File: src/sv/assert_macros.svh
// assertion macros shared by the digit writer rtl
// no dependencies; each file that asserts includes this header
`ifndef ASSERT_MACROS_SVH
`define ASSERT_MACROS_SVH

// same-cycle implication, disabled while in reset
`define ASSERT_IMPL(label, clk, rst_n, ante, cons) \
  label: assert property (@(posedge clk) disable iff (!rst_n) (ante) |-> (cons)) \
    else $error("assertion failed");

// next-cycle implication, disabled while in reset
`define ASSERT_NEXT(label, clk, rst_n, ante, cons) \
  label: assert property (@(posedge clk) disable iff (!rst_n) (ante) |=> (cons)) \
    else $error("assertion failed");

`endif

File: src/sv/sdw_pkg.sv
// shared types, constants and microcode program of the digit writer
// no dependencies
package sdw_pkg;

  localparam int DIGIT_COUNT = 8;
  localparam int BLANK_ADDRS = 8;
  localparam int USABLE_INT  = (DIGIT_COUNT < 1) ? 1 :
                               ((DIGIT_COUNT > BLANK_ADDRS) ? BLANK_ADDRS : DIGIT_COUNT);

  localparam logic [3:0] USABLE_DIGITS  = 4'(USABLE_INT);
  localparam logic [3:0] LAST_BLANK_POS = 4'(BLANK_ADDRS - 1);

  localparam logic [3:0] CODE_BLANK = 4'hF;
  localparam logic [3:0] CODE_MINUS = 4'hA;

  // ceil(2^35 / 10): q = (m * RECIP_TEN) >> 35 is exact for every 32-bit m
  localparam logic [31:0] RECIP_TEN  = 32'hCCCC_CCCD;
  localparam int          RECIP_SHIFT = 35;

  typedef logic [2:0] step_t;

  // digit sits right before sign so a zero quotient falls through to it
  localparam step_t STEP_IDLE  = 3'd0;
  localparam step_t STEP_BLANK = 3'd1;
  localparam step_t STEP_PREP  = 3'd2;
  localparam step_t STEP_MUL   = 3'd3;
  localparam step_t STEP_DIGIT = 3'd4;
  localparam step_t STEP_SIGN  = 3'd5;
  localparam step_t STEP_DONE  = 3'd6;

  typedef enum logic [1:0] {
    COND_ALWAYS,
    COND_NOT_START,
    COND_BLANK_MORE,
    COND_QUOT_NZ
  } cond_t;

  typedef struct packed {
    logic  idle;
    logic  op_blank;
    logic  op_clrpos;
    logic  op_mul;
    logic  op_digit;
    logic  op_sign;
    logic  op_done;
    cond_t cond;
    step_t target;
  } ctrl_word_t;

  typedef struct packed {
    logic blank_more;
    logic quot_nz;
  } dp_flags_t;

  // microcode rom: taken jump goes to target, otherwise to the next step
  function automatic ctrl_word_t ucode_word(input step_t step);
    ctrl_word_t w;
    w = '0;
    unique case (step)
      STEP_IDLE: begin
        w.idle   = 1'b1;
        w.cond   = COND_NOT_START;
        w.target = STEP_IDLE;
      end
      STEP_BLANK: begin
        w.op_blank = 1'b1;
        w.cond     = COND_BLANK_MORE;
        w.target   = STEP_BLANK;
      end
      STEP_PREP: begin
        w.op_clrpos = 1'b1;
        w.op_mul    = 1'b1;
        w.cond      = COND_ALWAYS;
        w.target    = STEP_DIGIT;
      end
      STEP_DIGIT: begin
        w.op_digit = 1'b1;
        w.cond     = COND_QUOT_NZ;
        w.target   = STEP_MUL;
      end
      STEP_MUL: begin
        w.op_mul = 1'b1;
        w.cond   = COND_ALWAYS;
        w.target = STEP_DIGIT;
      end
      STEP_SIGN: begin
        w.op_sign = 1'b1;
        w.cond    = COND_ALWAYS;
        w.target  = STEP_DONE;
      end
      STEP_DONE: begin
        w.op_done = 1'b1;
        w.cond    = COND_ALWAYS;
        w.target  = STEP_IDLE;
      end
      default: begin
        w.cond   = COND_ALWAYS;
        w.target = STEP_IDLE;
      end
    endcase
    return w;
  endfunction

endpackage

File: src/sv/signed_decimal_digit_writer_core.sv
// top level of the signed decimal digit writer for a code-b led display driver
// depends on sdw_pkg, sdw_sequencer and sdw_datapath (which include assert_macros.svh)
//
//  channel  | handshake                 | payload
//  ---------+---------------------------+-------------------------------------------
//  input    | start & !busy             | in_value (signed 32)
//  result   | out_strobe, one cycle     | out_digit_addr, out_digit_code, out_last,
//           |                           | out_overflow
//
// one beat in gives 9 to 16 result beats: eight blanks, the digits, then a minus
// sign for a negative value if a position is left; the digit loop runs once per
// decimal digit of the magnitude (1..10) and spends two microcode steps per digit
// (multiply by the reciprocal of ten, then split off quotient and digit)
// last result beat is on the ports in the first cycle with busy low; a new beat may be
// taken that cycle
// rst_n is synchronous; reset returns the sequencer to its idle step and drops results
// the receiver cannot stall, so result beats are never held
module signed_decimal_digit_writer_core
  import sdw_pkg::*;
(
  input  logic              clk,
  input  logic              rst_n,
  input  logic              start,
  output logic              busy,
  input  logic signed [31:0] in_value,
  output logic              out_strobe,
  output logic [3:0]        out_digit_addr,
  output logic [3:0]        out_digit_code,
  output logic              out_last,
  output logic              out_overflow
);

  // control word of the current microcode step
  ctrl_word_t cw;
  // branch conditions back from the datapath
  dp_flags_t  flags;

  // step counter and rom
  sdw_sequencer u_seq (
    .clk   (clk),
    .rst_n (rst_n),
    .start (start),
    .flags (flags),
    .cw    (cw),
    .busy  (busy)
  );

  // magnitude, divider by ten, write position and output staging
  sdw_datapath u_dp (
    .clk            (clk),
    .rst_n          (rst_n),
    .start          (start),
    .in_value       (in_value),
    .cw             (cw),
    .flags          (flags),
    .out_strobe     (out_strobe),
    .out_digit_addr (out_digit_addr),
    .out_digit_code (out_digit_code),
    .out_last       (out_last),
    .out_overflow   (out_overflow)
  );

endmodule

File: src/sv/sdw_sequencer.sv
// step counter, microcode rom lookup and conditional jumps
// depends on sdw_pkg and assert_macros.svh
`include "assert_macros.svh"

module sdw_sequencer
  import sdw_pkg::*;
(
  input  logic       clk,
  input  logic       rst_n,
  input  logic       start,
  input  dp_flags_t  flags,
  output ctrl_word_t cw,
  output logic       busy
);

  step_t step_r, step_nxt;
  logic  taken;

  assign cw   = ucode_word(step_r);
  assign busy = ~cw.idle;

  always_comb begin
    unique case (cw.cond)
      COND_ALWAYS:     taken = 1'b1;
      COND_NOT_START:  taken = ~start;
      COND_BLANK_MORE: taken = flags.blank_more;
      COND_QUOT_NZ:    taken = flags.quot_nz;
      default:         taken = 1'b1;
    endcase
    step_nxt = taken ? cw.target : step_r + 3'd1;
  end

  always_ff @(posedge clk) begin
    if (!rst_n) begin
      step_r <= STEP_IDLE;
    end else begin
      step_r <= step_nxt;
    end
  end

  `ASSERT_NEXT(a_accept_goes_busy, clk, rst_n, start && !busy, busy)
  `ASSERT_IMPL(a_idle_only_at_step0, clk, rst_n, !busy, step_r == STEP_IDLE)

endmodule

File: src/sv/sdw_datapath.sv
// magnitude register, reciprocal divide by ten, write position and result staging
// depends on sdw_pkg and assert_macros.svh
`include "assert_macros.svh"

module sdw_datapath
  import sdw_pkg::*;
(
  input  logic              clk,
  input  logic              rst_n,
  input  logic              start,
  input  logic signed [31:0] in_value,
  input  ctrl_word_t        cw,
  output dp_flags_t         flags,
  output logic              out_strobe,
  output logic [3:0]        out_digit_addr,
  output logic [3:0]        out_digit_code,
  output logic              out_last,
  output logic              out_overflow
);

  logic [31:0] mag_r, mag_nxt;
  logic        neg_r, neg_nxt;
  logic [3:0]  pos_r, pos_nxt;
  logic        drop_r, drop_nxt;
  logic [63:0] prod_r;

  logic        pend_valid_r, pend_valid_nxt;
  logic [3:0]  pend_addr_r, pend_addr_nxt;
  logic [3:0]  pend_code_r, pend_code_nxt;

  logic        ostb_r, ostb_nxt;
  logic [3:0]  oaddr_r, oaddr_nxt;
  logic [3:0]  ocode_r, ocode_nxt;
  logic        olast_r, olast_nxt;
  logic        oovf_r, oovf_nxt;

  logic [31:0] quot;
  logic [31:0] digit_full;
  logic [3:0]  digit;
  logic        room;
  logic        emit_en;
  logic [3:0]  emit_code;
  logic        load;
  logic [31:0] in_bits;

  assign in_bits    = in_value;
  assign quot       = 32'(prod_r >> RECIP_SHIFT);
  assign digit_full = mag_r - ((quot << 3) + (quot << 1));
  assign digit      = digit_full[3:0];
  assign room       = pos_r < USABLE_DIGITS;
  assign load       = cw.idle && start;

  assign flags.blank_more = pos_r != LAST_BLANK_POS;
  assign flags.quot_nz    = quot != 32'd0;

  always_comb begin
    mag_nxt   = mag_r;
    neg_nxt   = neg_r;
    pos_nxt   = pos_r;
    drop_nxt  = drop_r;
    emit_en   = 1'b0;
    emit_code = CODE_BLANK;

    if (load) begin
      neg_nxt  = in_bits[31];
      mag_nxt  = in_bits[31] ? (32'd0 - in_bits) : in_bits;
      pos_nxt  = 4'd0;
      drop_nxt = 1'b0;
    end
    if (cw.op_blank) begin
      emit_en   = 1'b1;
      emit_code = CODE_BLANK;
      pos_nxt   = pos_r + 4'd1;
    end
    if (cw.op_clrpos) begin
      pos_nxt = 4'd0;
    end
    if (cw.op_digit) begin
      mag_nxt = quot;
      if (room) begin
        emit_en   = 1'b1;
        emit_code = digit;
        pos_nxt   = pos_r + 4'd1;
      end else begin
        drop_nxt = 1'b1;
      end
    end
    if (cw.op_sign && neg_r) begin
      if (room) begin
        emit_en   = 1'b1;
        emit_code = CODE_MINUS;
        pos_nxt   = pos_r + 4'd1;
      end else begin
        drop_nxt = 1'b1;
      end
    end

    // one write is held back so the final one can carry last and overflow
    pend_valid_nxt = pend_valid_r;
    pend_addr_nxt  = pend_addr_r;
    pend_code_nxt  = pend_code_r;
    ostb_nxt       = 1'b0;
    oaddr_nxt      = pend_addr_r;
    ocode_nxt      = pend_code_r;
    olast_nxt      = 1'b0;
    oovf_nxt       = 1'b0;
    if (emit_en) begin
      ostb_nxt       = pend_valid_r;
      pend_valid_nxt = 1'b1;
      pend_addr_nxt  = pos_r + 4'd1;
      pend_code_nxt  = emit_code;
    end else if (cw.op_done) begin
      ostb_nxt       = pend_valid_r;
      olast_nxt      = 1'b1;
      oovf_nxt       = drop_r;
      pend_valid_nxt = 1'b0;
    end
  end

  always_ff @(posedge clk) begin
    if (!rst_n) begin
      mag_r        <= 32'd0;
      neg_r        <= 1'b0;
      pos_r        <= 4'd0;
      drop_r       <= 1'b0;
      pend_valid_r <= 1'b0;
      ostb_r       <= 1'b0;
    end else begin
      mag_r        <= mag_nxt;
      neg_r        <= neg_nxt;
      pos_r        <= pos_nxt;
      drop_r       <= drop_nxt;
      pend_valid_r <= pend_valid_nxt;
      ostb_r       <= ostb_nxt;
    end
  end

  always_ff @(posedge clk) begin
    if (cw.op_mul) begin
      prod_r <= 64'(mag_r) * 64'(RECIP_TEN);
    end
    pend_addr_r <= pend_addr_nxt;
    pend_code_r <= pend_code_nxt;
    oaddr_r     <= oaddr_nxt;
    ocode_r     <= ocode_nxt;
    olast_r     <= olast_nxt;
    oovf_r      <= oovf_nxt;
  end

  assign out_strobe     = ostb_r;
  assign out_digit_addr = oaddr_r;
  assign out_digit_code = ocode_r;
  assign out_last       = olast_r;
  assign out_overflow   = oovf_r;

  `ASSERT_IMPL(a_addr_in_range, clk, rst_n, ostb_r, oaddr_r >= 4'd1 && oaddr_r <= 4'd8)
  `ASSERT_IMPL(a_ovf_only_last, clk, rst_n, ostb_r && oovf_r, olast_r)
  `ASSERT_NEXT(a_gap_after_last, clk, rst_n, ostb_r && olast_r, !ostb_r)
  `ASSERT_IMPL(a_pos_bounded, clk, rst_n, cw.op_sign || cw.op_digit, pos_r <= USABLE_DIGITS)

endmodule
File: config.mk
export PLATFORM = sky130hd
export DESIGN_NAME = signed_decimal_digit_writer_core
export DESIGN_NICKNAME = d
export VERILOG_FILES = /design/src/sv/sdw_pkg.sv /design/src/sv/signed_decimal_digit_writer_core.sv /design/src/sv/sdw_sequencer.sv /design/src/sv/sdw_datapath.sv
export VERILOG_INCLUDE_DIRS = /design/src /design/src/sv
export SDC_FILE = /design/constraint.sdc
export NUM_CORES = 1
export LEC_CHECK = 0
export BUFFER_PORTS_ARGS = -buffer_cell sky130_fd_sc_hd__buf_2
export CAP_MARGIN = 10
export CORE_ASPECT_RATIO = 0.6
export CORE_MARGIN = 4
export CORE_UTILIZATION = 35
export CTS_CLUSTER_DIAMETER = 30
export DETAILED_ROUTE_END_ITERATION = 10
export PLACE_DENSITY_LB_ADDON = 0.05
export SETUP_SLACK_MARGIN = 0.1
export SLEW_MARGIN = 30
export SYNTH_ARGS = -nofsm -noshare
export SYNTH_HDL_FRONTEND = slang
export SYNTH_SLANG_ARGS = --single-unit
File: constraint.sdc
create_clock -name clk -period 13.33 [get_ports clk]
set_clock_uncertainty 0.2 [all_clocks]
set_input_delay 1.333 -clock clk [delete_from_list [all_inputs] [get_ports clk]]
set_output_delay 1.333 -clock clk [all_outputs]
set_load 0.01 [all_outputs]
==> results_dict.tcl <==
set metrics [dict create \
    status "finished clean" \
    path_delay_family "adder cells" \
    postCtsSetupBuffers 0 \
    antenna_found_initial 1 \
    critPathBufInv 0 \
    critPathSlowestCell "dfxtp_1" \
    synth-seq-cells 90 \
    rrSetupSlack_ns 3.55 \
    wl_per_cell_um 25.6 \
    ios 47 \
    cp_common_cell "fa_1" \
    insertion_delay_ns 0.36 \
    cts_buffers 9 \
    drive_gt1_share_pct 4.06 \
    yosysSeqAreaShare_pct 10.6 \
    timing.final.crit_share_pct 73.4 \
    place_area_mm2 0.0216 \
    place_congestion 0.963 \
    tightest_slew_ns 1.08 \
    min_from "u_dp.oaddr_nxt[2]" \
    htreeDepth 3 \
    grt_max_degree 40 \
    fin_util_pct 38.0 \
    min_period_ns 9.78 \
    syn2layout_area_growth_pct 7.13 \
    synthCells 2008 \
    synth_edf_count 37 \
    nets 2821 \
    drt_iter0_drc 1280 \
    gr-total-overflow 0 \
    clk_pin_slew_ns 0.08 \
    synth_area_leaders "fa_1 38%, ha_1 22%, inv_1 10%, edfxtp_1 5.4%, dfxtp_1 5.2%" \
    clock_sinks 90 \
    finalSetupViolCount 0 \
    ys_top_cells_by_count "547 x inv_1, 387 x fa_1, 358 x ha_1" \
    root_buffer "clkbuf_16" \
    avgSynthCellArea_um2 10.2 \
    grt_pass1_wl_um 106000 \
    multi_input_area_mm2 0.0161 \
    grt_setup_unrepaired "no" \
    drtAntennaViolNets 0 \
    initial_utilization_pct 35.5 \
    yosysWarnings 0 \
    syn_nets 2788 \
    drc 0 \
    via_per_inst 5.04 \
    async_reset_ff_share_pct 0 \
    cts_hold_buffers 0 \
    n_antenna_cell 0 \
    path_cells "ha_1 -> xor2_1 -> ha_1 -> or2_2 -> fa_1 -> fa_1 -> fa_1 -> fa_1 -> fa_1 -> fa_1 -> ha_1 -> and4_1 -> nand4_1 -> o21ai_0 -> nor2_1 -> and3_1 -> o41ai_2 -> a21boi_0 -> o21ai_0 -> xor2_1" \
    yosys.area.top_type "fa_1" \
    regArea_mm2 0.00217 \
    yosysMostFrequentCell "inv_1" \
    clock_path_buffers 2 \
    cap_violations 0 \
    hold_viol_final 0 \
    crit_fanout 11 \
    final_cell_area_mm2 0.0219 \
    fp.dieW_um 320 \
    synthFlopType "dfxtp_1" \
    crit_arrival_ns 9.76 \
    die_h_um 195 \
    grt.total_usage_pct 23.6 \
    dieArea_mm2 0.0625 \
    relSlewSlack_pct 27.7 \
    io_buffers 46 \
    core_mm2 0.0576 \
    synth_top_cell_area_share_pct 37.9 \
    worst_setup_path_start_kind "register" \
    cts_resized 0 \
    cp.required_ns 13.30 \
    min_to "u_dp.out_digit_addr[2]" \
    num-fill-cells 5803 \
    first_pass_iters 5 \
    setup.worst_path.end_class "register" \
    synth_area_mm2 0.0204 \
    holdPathStages 0 \
    rr_worst_depth 20 \
    post_synth_num_cell_types 63 \
    dp_hpwl_um 65200 \
    critical_path_class "register to register" \
    max_freq_ghz 0.102 \
    grt_pass1_vias 15000 \
    setup_tns_ns 0 \
    vias 14200 \
    cts_tree "done" \
    r2r_end "u_dp.prod_r[54]" \
    row_count 68 \
    wl_um 72000 \
    cpPeakStageDelay_ns 0.89 \
    hp-class "register to register" \
    report.final.slew_viol_count 0 \
    rr_startpoint "u_dp.mag_r[0]" \
]
[worst max-delay path by stage]
| stage | from | endpoint | slack (ns) | depth (start not counted) |
|---|---|---|---|---|
| after floorplan | u_dp.mag_r[18] | u_dp.prod_r[54] | 6.20 | 25 |
| after global placement | u_dp.mag_r[17] | u_dp.prod_r[54] | 3.41 | 24 |
| after detailed placement | u_dp.mag_r[17] | u_dp.prod_r[54] | 3.92 | 24 |
| after CTS | u_dp.mag_r[0] | u_dp.prod_r[54] | 3.85 | 22 |
| after global routing | u_dp.mag_r[0] | u_dp.prod_r[54] | 3.33 | 22 |
| final | u_dp.mag_r[0] | u_dp.prod_r[54] | 3.55 | 20 |
[placed cells by master (no fill, tap or decap), drive strengths merged, types with 3 or more instances in the layout]
cell / n
or4: 3
and2: 12
nand4: 16
o21bai: 3
nand2b: 6
nand3: 13
o211ai: 3
a211oi: 7
or3: 4
edfxtp: 37
a222oi: 28
clkbuf: 10
xor2: 43
inv: 553
a21oi: 70
a311oi: 3
a21boi: 5
o221ai: 3
a31oi: 6
dfxtp: 53
o21a: 8
o41ai: 4
nand2: 78
ha: 358
o31ai: 10
nor4: 12
nor2b: 36
and3: 11
and4: 4
nor2: 31
fa: 387
o21ai: 47
buf: 53
nor3: 8
o22ai: 3
xnor2: 64
a21o: 29
[per-stage QoR]
step	hold slack [ns]	instances	setup WS [ns]
4_1_cts	0.148	2814	3.85
3_5_place_dp	0.129	2798	3.92
5_1_grt	0.153	2816	3.33
3_3_place_gp	0.124	2798	3.41
2_1_floorplan	0.123	2008	6.20
6_report	0.145	2816	3.55
[sequential cells by signal, indices dropped and copies added (netlist names), 3 cells and up]
name	cells
u_dp.out_digit_addr	4
u_seq.step_r	3
u_dp.oaddr_nxt	4
u_dp.prod_r	29
u_dp.mag_r	32
u_dp.pos_r	4
u_dp.out_digit_code	4
u_dp.ocode_nxt	4
[logic make-up (layout without fill, tap and decap cells)]
family	count (synthesis)	after routing	synth area share (%)
flops	90	90	10.6
compound gates	247	247	8.23
xor+xnor	107	107	4.58
simple gates	237	237	6.00
fa+ha+maj	745	745	59.8
buf+inv	581	619	10.7
mux	1	1	0.0490
[routing by layer]
metal | vias to the layer above | global-route usage, % | routed length, um
li1 | 6466 | - | -
met1 | 7233 | 40.5 | 39500
met2 | 477 | 28.6 | 24900
met3 | 24 | 7.10 | 7140
met4 | 0 | 2.06 | 393
met5 | - | 0 | 0
[final cells by class]
cell class / count / area share (%)
tap: 770 / 4.40
sequential: 90 / 9.92
clock buffer: 9 / 1.03
clock inverter: 7 / 0.309
timing repair buffer: 54 / 1.42
inverter: 549 / 9.41
multi-input combinational: 1337 / 73.5
Power is left out: the tool's default activity adds up to more than one toggle a clock period on the data nets, which glitch-free logic cannot reach.
